## src/rtl/core/wsd_pkg.sv

```systemverilog
`timescale 1ns / 1ps

package wsd_pkg;

    localparam int LENGTH_BITS_DEF = 64;

    localparam logic [7:0] HDR_BINARY = 8'h82;
    localparam logic [7:0] HDR_TEXT   = 8'h81;
    localparam logic [6:0] LEN_EXT64  = 7'd127;
    localparam logic [6:0] LEN_EXT16  = 7'd126;

    localparam logic [3:0] EXT16_BYTES = 4'd2;
    localparam logic [3:0] EXT64_BYTES = 4'd8;
    localparam logic [3:0] KEY_BYTES   = 4'd4;

    typedef enum logic [2:0] {
        PH_FIRST   = 3'd0,
        PH_SECOND  = 3'd1,
        PH_EXTLEN  = 3'd2,
        PH_MASK    = 3'd3,
        PH_PAYLOAD = 3'd4,
        PH_DRAIN   = 3'd5
    } phase_t;

    typedef enum logic [1:0] {
        ST_OK       = 2'd0,
        ST_BAD_HDR  = 2'd1,
        ST_MISMATCH = 2'd2
    } status_t;

    typedef struct packed {
        logic [7:0] payload_byte;
        logic       byte_present;
        logic       binary_frame;
        logic       frame_done;
        status_t    frame_status;
    } result_t;

endpackage

```

## src/rtl/core/wsd_in_stage.sv

```systemverilog
`timescale 1ns / 1ps

module wsd_in_stage
(
    input  logic       clk,
    input  logic       rst_n,
    input  logic       s_tvalid,
    output logic       s_tready,
    input  logic [7:0] s_tdata,
    input  logic       s_tlast,
    input  logic       take,
    output logic       in_valid,
    output logic [7:0] in_byte,
    output logic       in_end
);

    logic       valid_reg;
    logic       valid_next;
    logic [7:0] byte_reg;
    logic       end_reg;
    logic       load;

    assign s_tready   = !valid_reg || take;
    assign load       = s_tvalid && s_tready;
    assign valid_next = load ? 1'b1 : (take ? 1'b0 : valid_reg);

    always_ff @(posedge clk or negedge rst_n)
    begin
        if (!rst_n)
        begin
            valid_reg <= 1'b0;
        end
        else
        begin
            valid_reg <= valid_next;
        end
    end

    always_ff @(posedge clk)
    begin
        if (load)
        begin
            byte_reg <= s_tdata;
            end_reg  <= s_tlast;
        end
    end

    assign in_valid = valid_reg;
    assign in_byte  = byte_reg;
    assign in_end   = end_reg;

endmodule

```

## src/rtl/core/wsd_parser.sv

```systemverilog
`timescale 1ns / 1ps

module wsd_parser
#(
    parameter int LENGTH_BITS = wsd_pkg::LENGTH_BITS_DEF
)
(
    input  logic             clk,
    input  logic             rst_n,
    input  logic             in_valid,
    input  logic [7:0]       in_byte,
    input  logic             in_end,
    input  logic             room,
    output logic             take,
    output logic             res_valid,
    output wsd_pkg::result_t res
);

    import wsd_pkg::*;

    localparam logic [LENGTH_BITS-1:0] LEN_MAX = {LENGTH_BITS{1'b1}};

    phase_t                 phase_reg,   phase_next;
    logic [3:0]             left_reg,    left_next;
    logic [LENGTH_BITS-1:0] decl_reg,    decl_next;
    logic [31:0]            key_reg,     key_next;
    logic                   mask_on_reg, mask_on_next;
    logic                   binary_reg,  binary_next;
    logic [LENGTH_BITS-1:0] count_reg,   count_next;
    logic                   bad_reg,     bad_next;

    logic       present;
    logic [7:0] key_byte;
    status_t    status;

    assign take     = in_valid && room;
    assign key_byte = key_reg[{~count_reg[1:0], 3'b000} +: 8];

    always_comb
    begin
        phase_next   = phase_reg;
        left_next    = left_reg;
        decl_next    = decl_reg;
        key_next     = key_reg;
        mask_on_next = mask_on_reg;
        binary_next  = binary_reg;
        count_next   = count_reg;
        bad_next     = bad_reg;
        present      = 1'b0;

        case (phase_reg)
            PH_FIRST:
            begin
                if (in_byte == HDR_BINARY)
                begin
                    binary_next = 1'b1;
                    phase_next  = PH_SECOND;
                end
                else if (in_byte == HDR_TEXT)
                begin
                    binary_next = 1'b0;
                    phase_next  = PH_SECOND;
                end
                else
                begin
                    bad_next   = 1'b1;
                    phase_next = PH_DRAIN;
                end
            end
            PH_SECOND:
            begin
                mask_on_next = in_byte[7];
                if (in_byte[6:0] == LEN_EXT64)
                begin
                    left_next  = EXT64_BYTES;
                    phase_next = PH_EXTLEN;
                end
                else if (in_byte[6:0] == LEN_EXT16)
                begin
                    left_next  = EXT16_BYTES;
                    phase_next = PH_EXTLEN;
                end
                else
                begin
                    decl_next = {{(LENGTH_BITS-7){1'b0}}, in_byte[6:0]};
                    if (in_byte[7])
                    begin
                        left_next  = KEY_BYTES;
                        phase_next = PH_MASK;
                    end
                    else
                    begin
                        phase_next = PH_PAYLOAD;
                    end
                end
            end
            PH_EXTLEN:
            begin
                if (decl_reg[LENGTH_BITS-1 -: 8] != 8'd0)
                begin
                    decl_next = LEN_MAX;
                end
                else
                begin
                    decl_next = {decl_reg[LENGTH_BITS-9:0], in_byte};
                end
                left_next = left_reg - 4'd1;
                if (left_next == 4'd0)
                begin
                    if (mask_on_reg)
                    begin
                        left_next  = KEY_BYTES;
                        phase_next = PH_MASK;
                    end
                    else
                    begin
                        phase_next = PH_PAYLOAD;
                    end
                end
            end
            PH_MASK:
            begin
                key_next  = {key_reg[23:0], in_byte};
                left_next = left_reg - 4'd1;
                if (left_next == 4'd0)
                begin
                    phase_next = PH_PAYLOAD;
                end
            end
            PH_PAYLOAD:
            begin
                present = 1'b1;
                if (count_reg != LEN_MAX)
                begin
                    count_next = count_reg + LENGTH_BITS'(1);
                end
            end
            default:
            begin
            end
        endcase

        if (bad_next)
        begin
            status = ST_BAD_HDR;
        end
        else if (phase_next == PH_PAYLOAD && count_next == decl_next)
        begin
            status = ST_OK;
        end
        else
        begin
            status = ST_MISMATCH;
        end

        res_valid        = take && (present || in_end);
        res.payload_byte = present ? (in_byte ^ (mask_on_reg ? key_byte : 8'd0)) : 8'd0;
        res.byte_present = present;
        res.binary_frame = bad_next ? 1'b0 : binary_next;
        res.frame_done   = in_end;
        res.frame_status = in_end ? status : ST_OK;
    end

    always_ff @(posedge clk or negedge rst_n)
    begin
        if (!rst_n)
        begin
            phase_reg   <= PH_FIRST;
            left_reg    <= 4'd0;
            decl_reg    <= '0;
            key_reg     <= 32'd0;
            mask_on_reg <= 1'b0;
            binary_reg  <= 1'b0;
            count_reg   <= '0;
            bad_reg     <= 1'b0;
        end
        else if (take)
        begin
            if (in_end)
            begin
                phase_reg   <= PH_FIRST;
                left_reg    <= 4'd0;
                decl_reg    <= '0;
                key_reg     <= 32'd0;
                mask_on_reg <= 1'b0;
                binary_reg  <= 1'b0;
                count_reg   <= '0;
                bad_reg     <= 1'b0;
            end
            else
            begin
                phase_reg   <= phase_next;
                left_reg    <= left_next;
                decl_reg    <= decl_next;
                key_reg     <= key_next;
                mask_on_reg <= mask_on_next;
                binary_reg  <= binary_next;
                count_reg   <= count_next;
                bad_reg     <= bad_next;
            end
        end
    end

endmodule

```

## src/rtl/core/wsd_out_skid.sv

```systemverilog
`timescale 1ns / 1ps

module wsd_out_skid
(
    input  logic             clk,
    input  logic             rst_n,
    input  logic             push,
    input  wsd_pkg::result_t res,
    output logic             room,
    output logic             m_tvalid,
    input  logic             m_tready,
    output wsd_pkg::result_t m_res
);

    import wsd_pkg::*;

    logic    main_valid_reg, main_valid_next;
    logic    skid_valid_reg, skid_valid_next;
    result_t main_reg,       main_next;
    result_t skid_reg,       skid_next;

    always_comb
    begin
        main_valid_next = main_valid_reg;
        skid_valid_next = skid_valid_reg;
        main_next       = main_reg;
        skid_next       = skid_reg;
        if (!main_valid_reg || m_tready)
        begin
            if (skid_valid_reg)
            begin
                main_next       = skid_reg;
                main_valid_next = 1'b1;
                skid_valid_next = 1'b0;
            end
            else
            begin
                main_next       = res;
                main_valid_next = push;
            end
        end
        else if (push)
        begin
            skid_next       = res;
            skid_valid_next = 1'b1;
        end
    end

    always_ff @(posedge clk or negedge rst_n)
    begin
        if (!rst_n)
        begin
            main_valid_reg <= 1'b0;
            skid_valid_reg <= 1'b0;
        end
        else
        begin
            main_valid_reg <= main_valid_next;
            skid_valid_reg <= skid_valid_next;
        end
    end

    always_ff @(posedge clk)
    begin
        main_reg <= main_next;
        skid_reg <= skid_next;
    end

    assign room     = !skid_valid_reg;
    assign m_tvalid = main_valid_reg;
    assign m_res    = main_reg;

endmodule

```

## src/rtl/core/websocket_frame_deframer.sv

```systemverilog
// receives one websocket frame a byte at a time on s_axis, tlast on the final byte
// header must open with 0x82 (binary) or 0x81 (text), then 7/16/64-bit length
// and an optional 4-byte masking key
// every payload byte leaves on m_axis unmasked, tuser set for binary frames
// the final byte of each frame always yields a transfer with tlast and a status:
// ok, bad first byte or size mismatch; downstream drops frames not ok
// header bytes other than the final one yield no transfer
// m_axis_tvalid rises once the byte has passed the input register, the combinational
// parser and the result register; a stall on m_axis can hold it in between
// throughput: one byte per cycle while m_axis does not stall
// reset clears the parser to expect a new frame and empties the input and result registers
// when m_axis stalls, a two-entry result buffer absorbs the byte in flight and
// s_axis_tready drops once it and the input register are full; nothing is lost
`timescale 1ns / 1ps

module websocket_frame_deframer
#(
    parameter int LENGTH_BITS = wsd_pkg::LENGTH_BITS_DEF
)
(
    input  logic        clk,
    input  logic        rst_n,
    input  logic        s_axis_tvalid,
    output logic        s_axis_tready,
    input  logic [7:0]  s_axis_tdata,   // rx_byte
    input  logic        s_axis_tlast,
    output logic        m_axis_tvalid,
    input  logic        m_axis_tready,
    output logic [15:0] m_axis_tdata,   // payload_byte, byte_present, frame_status, zero fill
    output logic        m_axis_tuser,   // binary_frame
    output logic        m_axis_tlast
);

    import wsd_pkg::*;

    logic       take;
    logic       in_valid;
    logic [7:0] in_byte;
    logic       in_end;
    logic       room;
    logic       res_valid;
    result_t    res;
    result_t    m_res;

    wsd_in_stage u_in_stage
    (
        .clk      (clk),
        .rst_n    (rst_n),
        .s_tvalid (s_axis_tvalid),
        .s_tready (s_axis_tready),
        .s_tdata  (s_axis_tdata),
        .s_tlast  (s_axis_tlast),
        .take     (take),
        .in_valid (in_valid),
        .in_byte  (in_byte),
        .in_end   (in_end)
    );

    wsd_parser #(.LENGTH_BITS(LENGTH_BITS)) u_parser
    (
        .clk       (clk),
        .rst_n     (rst_n),
        .in_valid  (in_valid),
        .in_byte   (in_byte),
        .in_end    (in_end),
        .room      (room),
        .take      (take),
        .res_valid (res_valid),
        .res       (res)
    );

    wsd_out_skid u_out_skid
    (
        .clk      (clk),
        .rst_n    (rst_n),
        .push     (res_valid),
        .res      (res),
        .room     (room),
        .m_tvalid (m_axis_tvalid),
        .m_tready (m_axis_tready),
        .m_res    (m_res)
    );

    assign m_axis_tdata = {5'd0, m_res.frame_status, m_res.byte_present, m_res.payload_byte};
    assign m_axis_tuser = m_res.binary_frame;
    assign m_axis_tlast = m_res.frame_done;

endmodule

```

## config.mk

```make
export PLATFORM = sky130hd
export DESIGN_NAME = websocket_frame_deframer
export DESIGN_NICKNAME = d
export VERILOG_FILES = /design/src/rtl/core/wsd_pkg.sv /design/src/rtl/core/wsd_in_stage.sv /design/src/rtl/core/wsd_parser.sv /design/src/rtl/core/wsd_out_skid.sv /design/src/rtl/core/websocket_frame_deframer.sv
export SDC_FILE = /design/constraint.sdc
export NUM_CORES = 1
export LEC_CHECK = 0
export BUFFER_PORTS_ARGS = -buffer_cell sky130_fd_sc_hd__buf_2
export CORE_MARGIN = 5
export CORE_UTILIZATION = 65
export DETAILED_ROUTE_END_ITERATION = 16
export GPL_TIMING_DRIVEN = 1
export PLACE_DENSITY_LB_ADDON = 0.1
export SLEW_MARGIN = 20
export SYNTH_ARGS = -nofsm -noshare
export SYNTH_HDL_FRONTEND = slang
export SYNTH_HIERARCHICAL = 1
export SYNTH_SLANG_ARGS = --single-unit
```

## constraint.sdc

```tcl
create_clock -name clk -period 8.62 [get_ports clk]
set_input_delay 1.724 -clock clk [delete_from_list [all_inputs] [get_ports clk]]
set_output_delay 1.724 -clock clk [all_outputs]
set_load 0.02 [all_outputs]
```

==> flow_metrics.tcl <==
set metrics [dict create \
    finClkSkew_ps 7.081 \
    swShare 0.4179 \
    coreArea_mm2 0.02010 \
    combPwrFrac 0.387 \
    via_per_inst 7.000 \
    power_frac_seq 0.348 \
    dp_hpwl_um 29200 \
    cap_violations 0 \
    clk_latency_ps 530 \
    vdd_drop_max_mv 0.1674 \
    row_count 52 \
    setup-violations-final 0 \
    hold_start "u_parser/key_reg[26]" \
    start_kind "flip-flop" \
    firstDrtPassIters 6 \
    crit_end "u_out_skid/m_res[1]" \
    total_leakage_power_nw 5.474 \
    clock-sinks 208 \
    dr.first_iter.drc_count 1489 \
    hold_buffers 0 \
    synth_edf_count 35 \
    path_clk_slew_ps 60 \
    drc 0 \
    die_h_um 152.6 \
    pin_count 33 \
    maxSlewViolCount 0 \
    ctsHtreeMaxLevel 1 \
    root_buffer "clkbuf_16" \
    cp.arrival_ps 5310 \
    postRouteAntennaNets 0 \
    fmax_mhz 198.8 \
    cts_tree "yes" \
    grt-ovfl-total 0 \
    p_sw_mw 1.552 \
    stdcell_area_mm2 0.01403 \
    placedCellCount 1660 \
    globalplace.congestion 0.9822 \
    totalWireLength_um 42200 \
    cts.repair_timing.setup_buffer_count 0 \
    synth_top_area_frac 0.3275 \
    period_share 0.5837 \
    cts_buffers 23 \
    clock_power_share 0.265 \
    rr_worst_depth 11 \
    hold_class "flip-flop to flip-flop" \
    stdcell_count 1703 \
    cp_max_fo 17 \
    synth_ff_type "dfrtp_1" \
    rsz0062_at_grt "false" \
    final_cell_mix "dfrtp_1, nand2_1, o21ai_0" \
    grt_pass1_vias 11420 \
    start_util 0.6575 \
    crit_type "flip-flop to flip-flop" \
    synth-seq-area-share 0.4070 \
    cts_buffer_depth 3 \
    vias 11920 \
    synthCells 1474 \
    dieArea_mm2 0.02329 \
    timing.rr.start "u_parser/phase_reg[2]" \
    dpl_cell_area_mm2 0.01328 \
    synth_area_per_cell_um2 8.968 \
    fin_nets 1431 \
    timing.final.hold_violations 0 \
    cts_resized 0 \
    status "finished, final reports clean" \
    p_int_mw 2.162 \
    period_needed_ps 5031 \
    synth_cell_type_count 90 \
    syn-cell-area_mm2 0.01322 \
    die_w_um 152.6 \
    grt_usage 0.3576 \
    startpoint "u_parser/phase_reg[2]" \
    crit_required_ps 8900 \
    fin_ws_ps 3589 \
    ys_warn_count 6 \
    worst_pin_slew_ps 1011 \
    routedWlPerCell_um 24.78 \
    layout_commonest_cell "dfrtp_1" \
    grt_max_degree 105 \
    io_buffers 27 \
    ys_top_cells_by_area "dfrtp_1, edfxtp_1, xnor2_1" \
    slew_headroom 0.3245 \
    drive_gt1_frac 0.09777 \
    crit_path_end_kind "flip-flop" \
    synth_seq_cells 208 \
    p_per_area_mw_per_mm2 264.6 \
    post-place-ws_ps 3662 \
    r2r_setup_slack_ps 3590 \
    synthArstFlopShare 0.8317 \
    total_power_mw 3.714 \
    r2r-end "u_out_skid/m_res[1]" \
    fin_tns_setup_ps 0 \
    antenna_found_initial 0 \
    area_delta_synth_final_pct 6.171 \
    grt_pass1_wl_um 66830 \
    yosysTopAreaCell "dfrtp_1" \
]
per-stage QoR:
step	hold WS (ps)	utilization
floorplan	465.2	-
global placement	483.4	0.6607
detailed placement	490.9	0.6607
CTS	509.5	0.6977
global route	522.4	0.6980
finish	509.6	0.6981
layout make-up:
class	instances	area [µm²]
Sequential cell	208	5380
Multi-Input combinational cell	1113	7218
Antenna cell	1	2.502
Clock buffer	28	614.3
Clock inverter	14	130.1
Tap cell	270	337.8
Inverter	28	105.1
Fill cell	1564	6070
Timing Repair Buffer	41	246.5
cell families after synthesis:
family / share of synthesized area
xor+xnor: 0.07989
simple gates: 0.1989
compound gates: 0.2178
fa+ha+maj: 0.002840
buf+inv: 0.05121
mux: 0.04212
flops: 0.4070
other cells: 0.0002837
power by group through the flow:
stage                     clock, mW  sequential (mW)  combinational [mW]
after global routing           1.04             1.31                1.53
after global placement            0             1.30                1.37
final                         0.982             1.29                1.44
after CTS                     0.995             1.29                1.40
after floorplan                   0             1.26                1.00
after detailed placement          0             1.31                1.39
worst min-delay path by stage:
stage / slack (ps) / depth (start not counted) / end
finish: 510 / 1 / u_parser/key_reg[26]
detailed placement: 490 / 1 / u_parser/key_reg[26]
CTS: 510 / 1 / u_parser/key_reg[26]
floorplan: 470 / 2 / u_parser/decl_reg[33]
global placement: 480 / 1 / u_parser/key_reg[26]
global route: 520 / 1 / u_parser/key_reg[26]
critical path: stages (launching register included):
cell      delay [ps]
dfrtp_1          590
or3b_1           760
or4_4            720
nor3_4           270
a21boi_2         360
nand3_1          190
xnor2_1          190
nor4_1           400
nand4_1          140
or4_1            620
o211a_1          260
mux2_2           260
Yosys cell counts (5+ instances only):
cell / n
or3_1: 18
nand2_1: 160
edfxtp_1: 35
and2_1: 8
buf_1: 10
nor3_1: 55
clkbuf_1: 82
o21a_1: 19
a21o_1: 11
a21oi_1: 101
nand3_1: 40
a22o_1: 42
o21ai_0: 116
a2bb2oi_1: 5
mux2_4: 8
o2bb2ai_1: 7
buf_4: 8
o22ai_1: 23
mux2i_1: 20
a22oi_1: 42
and4_1: 11
xnor2_1: 80
a31oi_1: 22
o31ai_1: 10
nor4_1: 17
xor2_1: 38
buf_2: 24
nor2_1: 93
o21ai_2: 5
nand2b_1: 5
mux2_2: 5
mux4_2: 8
dfrtp_1: 173
and3_1: 13
inv_1: 28
or4_1: 8
nand4_1: 30
metal layers:
| metal | track usage | vias up | routed length, µm |
|---|---|---|---|
| met5 | 0 | - | 0 |
| li1 | - | 5281 | - |
| met4 | 0.1481 | 0 | 2201 |
| met2 | 0.5673 | 674 | 19530 |
| met1 | 0.4945 | 5821 | 16870 |
| met3 | 0.05538 | 145 | 3602 |
No activity file was read; power rests on OpenSTA's default activity.
